<file path="src/hdl/assert_macros.svh">
// Assertion macros shared by the encoder RTL.
// No dependencies; include with the bare file name.
`ifndef ASSERT_MACROS_SVH
`define ASSERT_MACROS_SVH

// Check that a property holds at every clock edge outside reset.
`define XIE_ASSERT(lbl, clk, rst_n, prop, msg) \
    lbl: assert property (@(posedge clk) disable iff (!rst_n) (prop)) else $error(msg);

// Check that a condition never holds outside reset.
`define XIE_NEVER(lbl, clk, rst_n, cond, msg) \
    lbl: assert property (@(posedge clk) disable iff (!rst_n) !(cond)) else $error(msg);

`endif

</file>
<file path="src/hdl/xie_pkg.sv">
// Package for the x86-64 instruction encoder: command codes, byte constants
// and the descriptor that carries one encoded instruction. No dependencies.
`timescale 1ns / 1ps
`default_nettype none

package xie_pkg;

    typedef enum logic [3:0] {
        CMD_ADD_REG_TO_MEM = 4'd0,
        CMD_ADD_MEM_TO_REG = 4'd1,
        CMD_ADD_REG_REG    = 4'd2,
        CMD_ADD_IMM32      = 4'd3,
        CMD_MOV_IMM        = 4'd4,
        CMD_MOV_IMM64      = 4'd5,
        CMD_MOV_REG_REG    = 4'd6,
        CMD_MOV_REG_TO_MEM = 4'd7,
        CMD_MOV_MEM_TO_REG = 4'd8,
        CMD_CALL_REG       = 4'd9,
        CMD_PUSH_RBP       = 4'd10,
        CMD_LEAVE          = 4'd11,
        CMD_RET            = 4'd12
    } t_cmd;

    localparam int unsigned MAX_BYTES = 10;

    localparam logic [7:0] REX_PREFIX = 8'h40;
    localparam logic [7:0] REX_W      = 8'h08;
    localparam logic [7:0] REX_R      = 8'h04;
    localparam logic [7:0] REX_B      = 8'h01;
    localparam logic [7:0] OP_ADD_RM  = 8'h01;
    localparam logic [7:0] OP_ADD_MR  = 8'h03;
    localparam logic [7:0] OP_ADD_RAX = 8'h05;
    localparam logic [7:0] OP_GRP1    = 8'h81;
    localparam logic [7:0] OP_MOV_RM  = 8'h89;
    localparam logic [7:0] OP_MOV_MR  = 8'h8B;
    localparam logic [7:0] OP_MOV_IMM = 8'hB8;
    localparam logic [7:0] OP_GRP5    = 8'hFF;
    localparam logic [7:0] OP_PUSH_BP = 8'h55;
    localparam logic [7:0] OP_LEAVE   = 8'hC9;
    localparam logic [7:0] OP_RET     = 8'hC3;
    localparam logic [7:0] MODRM_REG  = 8'hC0;
    localparam logic [7:0] MODRM_CALL = 8'hD0;
    localparam logic [7:0] SIB_NOIDX  = 8'h24;

    typedef logic [MAX_BYTES-1:0][7:0] t_byte_vec;

    // One encoded instruction: bytes in memory order from index 0.
    typedef struct packed {
        t_byte_vec   bytes;
        logic [3:0]  len;
    } t_desc;

endpackage

`default_nettype wire

</file>
<file path="src/hdl/x64_instruction_encoder_unit.sv">
// Top level of the x86-64 instruction encoder.
// Depends on xie_pkg, xie_front, xie_queue and xie_back.
//
//   channel   direction  handshake            payload
//   request   in         i_valid / o_ready    i_cmd, i_reg_operand, i_base_operand,
//                                             i_displacement, i_immediate
//   code      out        o_valid / i_ready    o_code_byte, o_last
//
// One code byte leaves per cycle while i_ready is high; an instruction is 1 to 10
// bytes long. The front end decodes in the accept cycle and writes the queue; the
// first byte then passes through the queue, the back end byte buffer and the output register.
// Reset (synchronous, active low) empties the queue and the output register.
// A stalled output holds its byte; the front end keeps taking requests until
// the queue is full. Undefined command codes are taken and produce no bytes.
`timescale 1ns / 1ps
`default_nettype none

module x64_instruction_encoder_unit #(
    parameter int unsigned QUEUE_DEPTH = 2
) (
    input  wire logic               i_clk,
    input  wire logic               i_rst_n,
    input  wire logic               i_valid,
    output logic                    o_ready,
    input  wire logic [3:0]         i_cmd,
    input  wire logic [3:0]         i_reg_operand,
    input  wire logic [3:0]         i_base_operand,
    input  wire logic signed [31:0] i_displacement,
    input  wire logic [63:0]        i_immediate,
    output logic                    o_valid,
    input  wire logic               i_ready,
    output logic [7:0]              o_code_byte,
    output logic                    o_last
);
    import xie_pkg::*;

    t_desc front_desc;
    t_desc q_desc;
    logic  q_full;
    logic  q_nonempty;
    logic  q_push;
    logic  q_pop;

    // Decode the request into its byte string.
    xie_front u_front (
        .i_cmd          (i_cmd),
        .i_reg_operand  (i_reg_operand),
        .i_base_operand (i_base_operand),
        .i_displacement (i_displacement),
        .i_immediate    (i_immediate),
        .o_desc         (front_desc)
    );

    // Accept whenever the queue has room; drop requests that encode to nothing.
    assign o_ready = !q_full;
    assign q_push  = i_valid && !q_full && (front_desc.len != 4'd0);

    xie_queue #(
        .DEPTH (QUEUE_DEPTH)
    ) u_queue (
        .i_clk      (i_clk),
        .i_rst_n    (i_rst_n),
        .i_push     (q_push),
        .i_desc     (front_desc),
        .o_full     (q_full),
        .i_pop      (q_pop),
        .o_nonempty (q_nonempty),
        .o_desc     (q_desc)
    );

    // Stream bytes; the next instruction is loaded as the last byte moves out.
    xie_back u_back (
        .i_clk        (i_clk),
        .i_rst_n      (i_rst_n),
        .i_q_nonempty (q_nonempty),
        .i_q_desc     (q_desc),
        .o_q_pop      (q_pop),
        .o_valid      (o_valid),
        .i_ready      (i_ready),
        .o_code_byte  (o_code_byte),
        .o_last       (o_last)
    );

endmodule

`default_nettype wire

</file>
<file path="src/hdl/xie_front.sv">
// Front end of the encoder: decodes one request into its byte string.
// Depends on xie_pkg.
`timescale 1ns / 1ps
`default_nettype none

module xie_front (
    input  wire logic [3:0]         i_cmd,
    input  wire logic [3:0]         i_reg_operand,
    input  wire logic [3:0]         i_base_operand,
    input  wire logic signed [31:0] i_displacement,
    input  wire logic [63:0]        i_immediate,
    output xie_pkg::t_desc          o_desc
);
    import xie_pkg::*;

    logic [2:0]  lo_reg;
    logic [2:0]  lo_base;
    logic [7:0]  rex_rb;
    logic [7:0]  rex_b;
    logic        disp_zero;
    logic        disp_short;
    logic [1:0]  mode;
    logic        has_sib;
    logic [3:0]  disp_len;
    logic [5:0][7:0] mem_bytes;
    logic [3:0]  mem_len;
    logic        imm_small;
    t_desc       desc;

    assign lo_reg  = i_reg_operand[2:0];
    assign lo_base = i_base_operand[2:0];
    assign rex_rb  = REX_PREFIX | REX_W | (i_reg_operand[3] ? REX_R : 8'h00)
                   | (i_base_operand[3] ? REX_B : 8'h00);
    assign rex_b   = REX_PREFIX | REX_W | (i_base_operand[3] ? REX_B : 8'h00);
    assign imm_small = (i_immediate[63:32] == 32'h0);

    // Memory operand: ModRM, optional SIB, displacement of none, 8 or 32 bits.
    always_comb begin
        disp_zero  = (i_displacement == 32'sd0);
        disp_short = (i_displacement[31:7] == 25'h0) || (i_displacement[31:7] == '1);
        if (disp_zero && (lo_base != 3'd5)) begin
            mode     = 2'd0;
            disp_len = 4'd0;
        end else if (disp_short) begin
            mode     = 2'd1;
            disp_len = 4'd1;
        end else begin
            mode     = 2'd2;
            disp_len = 4'd4;
        end
        has_sib      = (lo_base == 3'd4);
        mem_bytes    = '0;
        mem_bytes[0] = {mode, lo_reg, lo_base};
        if (has_sib) begin
            mem_bytes[1] = SIB_NOIDX;
            for (int j = 0; j < 4; j++) begin
                mem_bytes[2+j] = i_displacement[8*j +: 8];
            end
        end else begin
            for (int j = 0; j < 4; j++) begin
                mem_bytes[1+j] = i_displacement[8*j +: 8];
            end
        end
        mem_len = 4'd1 + {3'd0, has_sib} + disp_len;
    end

    always_comb begin
        desc = '0;
        unique case (t_cmd'(i_cmd)) inside
            CMD_ADD_REG_TO_MEM, CMD_ADD_MEM_TO_REG,
            CMD_MOV_REG_TO_MEM, CMD_MOV_MEM_TO_REG: begin
                desc.bytes[0] = rex_rb;
                case (t_cmd'(i_cmd))
                    CMD_ADD_REG_TO_MEM: desc.bytes[1] = OP_ADD_RM;
                    CMD_ADD_MEM_TO_REG: desc.bytes[1] = OP_ADD_MR;
                    CMD_MOV_REG_TO_MEM: desc.bytes[1] = OP_MOV_RM;
                    default:            desc.bytes[1] = OP_MOV_MR;
                endcase
                for (int j = 0; j < 6; j++) begin
                    desc.bytes[2+j] = mem_bytes[j];
                end
                desc.len = 4'd2 + mem_len;
            end
            CMD_ADD_REG_REG, CMD_MOV_REG_REG: begin
                desc.bytes[0] = rex_rb;
                desc.bytes[1] = (t_cmd'(i_cmd) == CMD_ADD_REG_REG) ? OP_ADD_RM : OP_MOV_RM;
                desc.bytes[2] = MODRM_REG | {2'b00, lo_reg, lo_base};
                desc.len      = 4'd3;
            end
            CMD_ADD_IMM32: begin
                if (i_base_operand == 4'd0) begin
                    desc.bytes[0] = REX_PREFIX | REX_W;
                    desc.bytes[1] = OP_ADD_RAX;
                    for (int j = 0; j < 4; j++) begin
                        desc.bytes[2+j] = i_immediate[8*j +: 8];
                    end
                    desc.len = 4'd6;
                end else begin
                    desc.bytes[0] = rex_b;
                    desc.bytes[1] = OP_GRP1;
                    desc.bytes[2] = MODRM_REG | {5'd0, lo_base};
                    for (int j = 0; j < 4; j++) begin
                        desc.bytes[3+j] = i_immediate[8*j +: 8];
                    end
                    desc.len = 4'd7;
                end
            end
            CMD_MOV_IMM, CMD_MOV_IMM64: begin
                if ((t_cmd'(i_cmd) == CMD_MOV_IMM) && imm_small) begin
                    if (i_base_operand[3]) begin
                        desc.bytes[0] = REX_PREFIX | REX_B;
                        desc.bytes[1] = OP_MOV_IMM | {5'd0, lo_base};
                        for (int j = 0; j < 4; j++) begin
                            desc.bytes[2+j] = i_immediate[8*j +: 8];
                        end
                        desc.len = 4'd6;
                    end else begin
                        desc.bytes[0] = OP_MOV_IMM | {5'd0, lo_base};
                        for (int j = 0; j < 4; j++) begin
                            desc.bytes[1+j] = i_immediate[8*j +: 8];
                        end
                        desc.len = 4'd5;
                    end
                end else begin
                    desc.bytes[0] = rex_b;
                    desc.bytes[1] = OP_MOV_IMM | {5'd0, lo_base};
                    for (int j = 0; j < 8; j++) begin
                        desc.bytes[2+j] = i_immediate[8*j +: 8];
                    end
                    desc.len = 4'd10;
                end
            end
            CMD_CALL_REG: begin
                desc.bytes[0] = rex_b;
                desc.bytes[1] = OP_GRP5;
                desc.bytes[2] = MODRM_CALL | {5'd0, lo_base};
                desc.len      = 4'd3;
            end
            CMD_PUSH_RBP: begin
                desc.bytes[0] = OP_PUSH_BP;
                desc.len      = 4'd1;
            end
            CMD_LEAVE: begin
                desc.bytes[0] = OP_LEAVE;
                desc.len      = 4'd1;
            end
            CMD_RET: begin
                desc.bytes[0] = OP_RET;
                desc.len      = 4'd1;
            end
            default: begin
                // Undefined codes encode to nothing.
                desc.len = 4'd0;
            end
        endcase
    end

    assign o_desc = desc;

endmodule

`default_nettype wire

</file>
<file path="src/hdl/xie_queue.sv">
// Descriptor queue between front and back end of the encoder.
// Depends on xie_pkg and assert_macros.svh.
`timescale 1ns / 1ps
`default_nettype none

module xie_queue #(
    parameter int unsigned DEPTH = 2
) (
    input  wire logic     i_clk,
    input  wire logic     i_rst_n,
    input  wire logic     i_push,
    input  wire xie_pkg::t_desc i_desc,
    output logic          o_full,
    input  wire logic     i_pop,
    output logic          o_nonempty,
    output xie_pkg::t_desc o_desc
);
    import xie_pkg::*;
    `include "assert_macros.svh"

    localparam int unsigned AW = (DEPTH > 1) ? $clog2(DEPTH) : 1;
    localparam int unsigned CW = $clog2(DEPTH + 1);

    t_desc          r_mem [DEPTH];
    logic [AW-1:0]  r_wr_ptr, n_wr_ptr;
    logic [AW-1:0]  r_rd_ptr, n_rd_ptr;
    logic [CW-1:0]  r_count,  n_count;

    assign o_full     = (r_count == CW'(DEPTH));
    assign o_nonempty = (r_count != '0);
    assign o_desc     = r_mem[r_rd_ptr];

    always_comb begin
        n_wr_ptr = r_wr_ptr;
        n_rd_ptr = r_rd_ptr;
        n_count  = r_count;
        if (i_push) begin
            n_wr_ptr = (r_wr_ptr == AW'(DEPTH - 1)) ? '0 : r_wr_ptr + AW'(1);
        end
        if (i_pop) begin
            n_rd_ptr = (r_rd_ptr == AW'(DEPTH - 1)) ? '0 : r_rd_ptr + AW'(1);
        end
        if (i_push && !i_pop) begin
            n_count = r_count + CW'(1);
        end else if (!i_push && i_pop) begin
            n_count = r_count - CW'(1);
        end
    end

    always_ff @(posedge i_clk) begin
        if (!i_rst_n) begin
            r_wr_ptr <= '0;
            r_rd_ptr <= '0;
            r_count  <= '0;
        end else begin
            r_wr_ptr <= n_wr_ptr;
            r_rd_ptr <= n_rd_ptr;
            r_count  <= n_count;
        end
    end

    always_ff @(posedge i_clk) begin
        if (i_push) begin
            r_mem[r_wr_ptr] <= i_desc;
        end
    end

    `XIE_NEVER(a_q_overflow, i_clk, i_rst_n, i_push && o_full, "push into full queue")
    `XIE_NEVER(a_q_underflow, i_clk, i_rst_n, i_pop && !o_nonempty, "pop from empty queue")
    `XIE_ASSERT(a_q_count, i_clk, i_rst_n, r_count <= CW'(DEPTH), "queue count out of range")

endmodule

`default_nettype wire

</file>
<file path="src/hdl/xie_back.sv">
// Back end of the encoder: streams each descriptor out one byte per cycle while the output is not stalled.
// Depends on xie_pkg and assert_macros.svh.
`timescale 1ns / 1ps
`default_nettype none

module xie_back (
    input  wire logic      i_clk,
    input  wire logic      i_rst_n,
    input  wire logic      i_q_nonempty,
    input  wire xie_pkg::t_desc i_q_desc,
    output logic           o_q_pop,
    output logic           o_valid,
    input  wire logic      i_ready,
    output logic [7:0]     o_code_byte,
    output logic           o_last
);
    import xie_pkg::*;
    `include "assert_macros.svh"

    logic       r_busy, n_busy;
    t_byte_vec  r_bytes, n_bytes;
    logic [3:0] r_left, n_left;
    logic       r_out_valid, n_out_valid;
    logic [7:0] r_out_byte, n_out_byte;
    logic       r_out_last, n_out_last;
    logic       adv;
    logic       load;

    // Output register moves when empty or taken.
    assign adv  = !r_out_valid || i_ready;
    assign load = adv && i_q_nonempty && (!r_busy || (r_left == 4'd1));

    always_comb begin
        n_busy      = r_busy;
        n_bytes     = r_bytes;
        n_left      = r_left;
        n_out_valid = r_out_valid;
        n_out_byte  = r_out_byte;
        n_out_last  = r_out_last;
        if (adv) begin
            n_out_valid = r_busy;
            n_out_byte  = r_bytes[0];
            n_out_last  = (r_left == 4'd1);
            if (r_busy) begin
                n_bytes = {8'h00, r_bytes[MAX_BYTES-1:1]};
                n_left  = r_left - 4'd1;
                n_busy  = (r_left != 4'd1);
            end
            if (load) begin
                n_bytes = i_q_desc.bytes;
                n_left  = i_q_desc.len;
                n_busy  = 1'b1;
            end
        end
    end

    always_ff @(posedge i_clk) begin
        if (!i_rst_n) begin
            r_busy      <= 1'b0;
            r_left      <= '0;
            r_out_valid <= 1'b0;
        end else begin
            r_busy      <= n_busy;
            r_left      <= n_left;
            r_out_valid <= n_out_valid;
        end
    end

    always_ff @(posedge i_clk) begin
        r_bytes    <= n_bytes;
        r_out_byte <= n_out_byte;
        r_out_last <= n_out_last;
    end

    assign o_q_pop     = load;
    assign o_valid     = r_out_valid;
    assign o_code_byte = r_out_byte;
    assign o_last      = r_out_last;

    `XIE_ASSERT(a_b_left, i_clk, i_rst_n,
        !r_busy || (r_left != 4'd0 && r_left <= 4'(MAX_BYTES)), "byte count out of range")
    `XIE_ASSERT(a_b_last, i_clk, i_rst_n,
        (r_busy && r_left == 4'd1 && adv) |=> (r_out_valid && r_out_last),
        "final byte not flagged")
    `XIE_ASSERT(a_b_mid, i_clk, i_rst_n,
        (r_busy && r_left > 4'd1 && adv) |=> (r_out_valid && !r_out_last && r_busy),
        "instruction cut short")

endmodule

`default_nettype wire

</file>
<file path="config.mk">
export PLATFORM = sky130hd
export DESIGN_NAME = x64_instruction_encoder_unit
export DESIGN_NICKNAME = d
export VERILOG_FILES = /design/src/hdl/xie_pkg.sv /design/src/hdl/x64_instruction_encoder_unit.sv /design/src/hdl/xie_front.sv /design/src/hdl/xie_queue.sv /design/src/hdl/xie_back.sv
export VERILOG_INCLUDE_DIRS = /design/src /design/src/hdl
export SDC_FILE = /design/constraint.sdc
export NUM_CORES = 1
export LEC_CHECK = 0
export BUFFER_PORTS_ARGS = -buffer_cell sky130_fd_sc_hd__buf_4
export CAP_MARGIN = 20
export CORE_MARGIN = 5
export CORE_UTILIZATION = 53
export DETAILED_ROUTE_END_ITERATION = 10
export PLACE_DENSITY_LB_ADDON = 0.1
export SLEW_MARGIN = 20
export SYNTH_ARGS = -nofsm -noshare
export SYNTH_HDL_FRONTEND = slang
export SYNTH_SLANG_ARGS = --single-unit
export TNS_END_PERCENT = 1
</file>
<file path="constraint.sdc">
create_clock -name i_clk -period 6.4 [get_ports i_clk]
set_clock_uncertainty 0.2 [all_clocks]
set_input_delay 0 -clock i_clk [delete_from_list [all_inputs] [get_ports i_clk]]
set_output_delay 0 -clock i_clk [all_outputs]
set_load 0.02 [all_outputs]
</file>
==> flow_metrics.tcl, run 1 <==
set metrics [dict create \
    cts_root_buffer "clkbuf_16" \
    grt-ovfl-total 0 \
    numCtsBuffers 27 \
    syn_nets 1072 \
    die_h_um 161 \
    worstPathRequired_ps 6350 \
    synth_compound_area_frac 0.117 \
    drtIter0Drc 726 \
    p_leak_uw 0.00583 \
    seq_area_frac_synth 0.661 \
    holdPathStages 4 \
    worst-setup-path-type "in2reg" \
    synth-simple-area-share 0.120 \
    finalSetupTns_ps 0 \
    total_power_uw 6020 \
    ys_seq_elements 268 \
    grt.total_usage 0.248 \
    coreArea_sq_um 22500 \
    synth_async_sr_flop_share 0 \
    powerDensity_nw_per_um2 390 \
    num_vias 8841 \
    synth.avg_cell_area_sq_um 12.6 \
    worstPathArrival_ps 4860 \
    antenna_left 0 \
    cp_max_fo 61 \
    ys.flop_type "edfxtp_1" \
    hold-path-endpoint "u_queue.r_mem[0][26]" \
    tightest_slew_ps 1060 \
    die_w_um 161 \
    htree_num_levels 1 \
    synth_cell_types 52 \
    yosys.area_share.xor_xnor 0.00219 \
    wire_per_inst_um 21.7 \
    worstSetupEndpointType "flip-flop" \
    grt_pass1_vias 8782 \
    drv_slew 0 \
    io_pins 123 \
    synthesis.area_sq_um 12000 \
    final_nets 1316 \
    ys_warn_count 0 \
    die-area_sq_um 25800 \
    cts_tree "yes" \
    ir_worst_vdd_v 0.000250 \
    fin_crit_ps 4900 \
    routed_via_density 5.88 \
    drive_gt1_frac 0.158 \
    gp_congestion 0.898 \
    antenna_found_initial 0 \
    stdcell_count 1503 \
    io_buffers 122 \
    drc_errors 0 \
    clockBufferDepth 3 \
    initial_utilization 0.534 \
    max_freq_ghz 0.204 \
    maxCapViolCount 0 \
    hpwl_mm 21.0 \
    place_inst 1316 \
    status "complete, no violations" \
    dr.pass1.iters 5 \
    rows 55 \
    relSlewSlack 0.292 \
    num_antenna_cells 0 \
    clkTransAtPathRegs_ps 60 \
    setup_slack_ps 1500 \
    cts_sinks 268 \
    synth_top_family_by_area "simple AND/OR/NAND/NOR gates" \
    r2r-end "u_back.r_bytes[48]" \
    synth_edf_count 257 \
    synth_mux_area_frac 0.0709 \
    r2r_start "u_back.r_left[1]" \
    grt_max_degree 112 \
    hp-class "in2reg" \
    synthAdderAreaFrac 0.00625 \
    clock_latency_ps 540 \
    worst_setup_path_start_kind "input pin" \
    grt_pass1_wl_mm 49.9 \
    finalCritPeriodShare 0.766 \
    drt-total-wl_mm 32.6 \
    r2r_cells 7 \
    finalHoldViolCount 0 \
    preCtsSetupSlack_ps 1350 \
    syn-instance-count 954 \
    syn_to_final_growth_pct 28.5 \
    rsz0062_at_grt "false" \
    min-delay-start "i_displacement[4]" \
    setup_violations 0 \
    reg2reg_slack_ps 3190 \
    fillers 1635 \
]
==> critical path: stages <==
cell           delay (ps)
dlygate4sd3_1         550
buf_4                 150
nor4_1                550
nand4_1               270
o22a_1                300
a41oi_1               280
inv_1                 120
ha_1                  330
or2_2                 280
a21oi_1               150
a221oi_2               60
nand3_1               160
o41ai_2               140
nor2_4                610
buf_4                 800
==> sequential cells by signal, indices dropped and copies added (netlist names), named ones only <==
register / count
u_back.o_valid: 1
u_back.r_left: 4
u_back.r_busy: 1
u_queue.r_count: 2
u_queue.r_mem: 168
u_back.o_last: 1
u_back.r_bytes: 80
u_queue.r_wr_ptr: 1
u_back.o_code_byte: 8
u_queue.r_rd_ptr: 1
==> layer usage <==
| metal | global-route usage | up-vias | share of wire |
|---|---|---|---|
| li1 | - | 4115 | - |
| met1 | 0.349 | 4259 | 0.42 |
| met2 | 0.410 | 389 | 0.48 |
| met3 | 0.0316 | 78 | 0.070 |
| met4 | 0.0716 | 0 | 0.028 |
| met5 | 0 | - | 0 |
==> repair_timing <==
action | in CTS | in global routing
resized for setup | 0 | 0
hold buffers | 137 | 0
hold endpoints to repair | 177 | 0
setup buffers | 0 | 0
==> power breakdown <==
group / switching, uW / internal (uW)
combinational: 1010 / 604
sequential: 212 / 2690
clock: 639 / 865
==> metrics by stage <==
step | hold slack (ps) | util | cell area, sq um
2_1_floorplan | -8.53 | - | 12000
3_5_place_dp | 114 | 0.586 | 13200
5_1_grt | 68.1 | 0.686 | 15400
4_1_cts | 24.8 | 0.684 | 15400
3_3_place_gp | 103 | 0.586 | 13200
6_report | 52.6 | 0.686 | 15400
==> worst max-delay path by stage <==
stage / startpoint / to / cells past startpoint
after floorplan: i_displacement[14] / u_queue.r_mem[0][0] / 12
after global placement: i_displacement[8] / u_queue.r_mem[0][66] / 14
after detailed placement: i_displacement[8] / u_queue.r_mem[1][59] / 13
after CTS: i_displacement[15] / u_queue.r_mem[0][50] / 14
after global routing: i_displacement[15] / u_queue.r_mem[0][81] / 15
final: i_displacement[15] / u_queue.r_mem[0][58] / 15
==> cells by family (layout without fill, tap and decap cells) <==
family	Yosys count	in the layout
and+or+nand+nor	309	309
DFF	268	268
AOI/OAI and AO/OA	213	213
muxes	85	85
buffers and inverters	70	334
adders and majority gates	6	6
xor gates and xnor gates	3	3
==> Yosys cell counts (3+ instances only) <==
cell,number,share of area
edfxtp_1,257,0.64
nand2_1,180,0.056
o21ai_0,98,0.041
mux2i_1,85,0.071
clkbuf_1,45,0.014
nor2_1,34,0.011
a21oi_1,30,0.013
a221o_1,28,0.023
and3_1,19,0.0099
a22o_1,15,0.011
nor4_1,14,0.0073
dfxtp_1,11,0.018
inv_1,11,0.0034
nand3_1,9,0.0038
nand4_1,9,0.0047
nor2b_1,9,0.0047
a221oi_1,8,0.0058
buf_2,8,0.0033
a22oi_1,7,0.0044
ha_1,6,0.0063
nand2b_1,6,0.0031
nor3_1,6,0.0025
a21boi_0,5,0.0031
buf_1,5,0.0016
and2_1,4,0.0021
nand3b_1,4,0.0025
o22ai_1,4,0.0021
or3_1,3,0.0016
==> area by class of cell <==
cell class | instances | area, sq um | share of cell area
clock inverters | 14 | 116 | 0.00754
repair buffers | 273 | 2400 | 0.156
well taps | 285 | 357 | 0.0231
inverters | 12 | 47.5 | 0.00308
flip-flops and latches | 268 | 7940 | 0.515
multi-input cells | 616 | 3850 | 0.249
clock buffers | 35 | 716 | 0.0464
==> cells in the final DEF (no fill, tap or decap), types with 4 or more instances in the layout <==
master         synthesis  layout
nand2_1              180     180
clkinv_2               0       5
a21boi_0               5       5
a21oi_1               30      30
a221o_1               28      28
nor4_1                14      14
a221oi_1               8       8
inv_1                 11      10
nand4_1                9       9
edfxtp_1             257     257
clkbuf_16              0      27
a22oi_1                7       7
nand2b_1               6       6
nor2_1                34      30
nor3_1                 6       6
buf_4                  0     135
clkinv_1               1       7
o21ai_0               98      98
mux2i_1               85      85
and3_1                19      19
nand3_1                9       9
dfxtp_1               11      10
nor2b_1                9       9
ha_1                   6       6
a22o_1                15      15
dlygate4sd3_1          0     137
clkbuf_1              45       7
and2_1                 4       4
nand3b_1               4       4
No activity file was read; power rests on OpenSTA's default activity.
==> run 2: changes to the inputs <==
Settings changed: CORE_UTILIZATION 53 to 59.
Clock period 6.4 ns to 4.8 ns, I/O delays scaled along.
==> run 2 against run 1 <==
Sequential share of layout area down 0.52 points. Power up 37%. Cell area up 1.0%. Via count up 2.4%. Utilization up 9.0 points. Flip-flop and latch count unchanged. Count of clock-buffer cells in the layout down 4. Largest power group unchanged.
==> flow_metrics.tcl, run 2 (synthesis results as in run 1) <==
set metrics [dict create \
    tightest_slew_ps 994 \
    fin_crit_ps 4110 \
    grtUsageMet1 0.372 \
    p_leak_uw 0.00591 \
    worst-setup-path-type "in2reg" \
    grt_pass1_wl_mm 50.4 \
    cts_sinks 268 \
    initial_utilization 0.597 \
    grt.total_usage 0.274 \
    powerDensity_nw_per_um2 530 \
    grt_most_used_layer "met2" \
    rsz0062_at_grt "false" \
    reg2reg_slack_ps 2020 \
    drt-total-wl_mm 32.8 \
    final_cell_mix "edfxtp_1 (257), nand2_1 (180), dlygate4sd3_1 (141)" \
    antenna_found_initial 1 \
    wire_per_inst_um 21.9 \
    syn_to_final_growth_pct 29.8 \
    placed_cell_area_sq_um 13200 \
    grt_pass1_vias 8913 \
    hpwl_mm 20.5 \
    setup_violations 0 \
    maxCapViolCount 0 \
    worstPathRequired_ps 5070 \
    grt_use_met2 0.452 \
    cts_root_buffer "clkbuf_16" \
    place_inst 1307 \
    drc_errors 0 \
    grt-ovfl-total 0 \
    rows 52 \
    stdcell_count 1498 \
    die_w_um 153 \
    io_pins 123 \
    largest_reg_flops 168 \
    cp_max_fo 4 \
    finalCritPeriodShare 0.856 \
    drive_gt1_frac 0.165 \
    design_area_sq_um 15600 \
    clkTransAtPathRegs_ps 70 \
    num_vias 9055 \
    coreArea_sq_um 20100 \
    die-area_sq_um 23300 \
    cts_tree "yes" \
    drv_slew 0 \
    ir_worst_vdd_v 0.000454 \
    dr.pass1.iters 5 \
    drtIter0Drc 922 \
    grtUsageMet3 0.0554 \
    finalHoldViolCount 0 \
    antenna_left 0 \
    numCtsBuffers 27 \
    die_h_um 153 \
    relSlewSlack 0.337 \
    worst_setup_path_start_kind "input pin" \
    finalSetupTns_ps 0 \
    layout_commonest_cell "edfxtp_1" \
    htree_num_levels 1 \
    final_nets 1325 \
    routed_via_density 6.04 \
    worstPathArrival_ps 4380 \
    max_freq_ghz 0.243 \
    largest-register "u_queue.r_mem" \
    cts_resized 0 \
    hp-class "in2reg" \
    utilization 0.775 \
    grt_max_degree 82 \
    clockBufferDepth 3 \
    io_buffers 122 \
    clock_latency_ps 540 \
    postCtsSetupRepairBufs 0 \
    gp_congestion 0.946 \
    status "complete, no violations" \
    worstSetupEndpointType "flip-flop" \
]
[run 2: where the power goes]
group | switching (uW) | total (uW) | internal, uW
clock network | 864 | 2220 | 1350
registers | 324 | 3910 | 3590
logic | 1330 | 2140 | 812
[run 2: final cells by class]
class	count	area [sq um]
timing repair buffer	282	2480
multi-input combinational	616	3840
antenna	1	2.50
fill	1205	4520
clock inverter	18	245
clock buffer	31	691
tap	270	338
sequential	268	7940
inverter	12	47.5
[run 2: worst paths after layout]
kind                           endpoint  depth (start not counted)                from
setup / recovery     u_queue.r_count[1]                         17   i_displacement[8]
hold / removal     u_queue.r_mem[0][27]                          6  i_displacement[18]
setup reg to reg     u_back.r_bytes[48]                          7    u_back.r_left[1]
hold reg to reg   u_back.o_code_byte[7]                          0   u_back.r_bytes[7]
[run 2: what timing repair did]
action	in CTS	in global routing
hold buffers	141	0
endpoints found under the hold margin	177	0
endpoints found under the setup margin	0	0
[run 2: routing by layer]
layer	vias up	wire [um]	part of all wire
met5	-	0	0
met4	0	928	0.028
met3	88	3160	0.096
met2	508	16000	0.49
met1	4341	12800	0.39
li1	4118	-	-
[run 2: worst max-delay path: stages]
cell	delay, ps
dlygate4sd3_1	540
buf_4	150
nor4_1	430
nand4_1	250
o22a_1	290
a41oi_1	280
inv_1	130
ha_1	320
o221ai_2	110
a221oi_2	310
nand3_1	160
o41ai_1	270
buf_4	200
inv_1	50
ha_1	330
or3_1	390
a21boi_0	160
[run 2: per-stage QoR]
step,setup WS [ps],total power [uW],hold WS [ps]
after floorplan,-202,5260,-8.53
after global placement,849,5930,102
after detailed placement,650,6000,111
after CTS,682,8310,38.8
after global routing,448,8690,68.9
final,689,8270,58.9
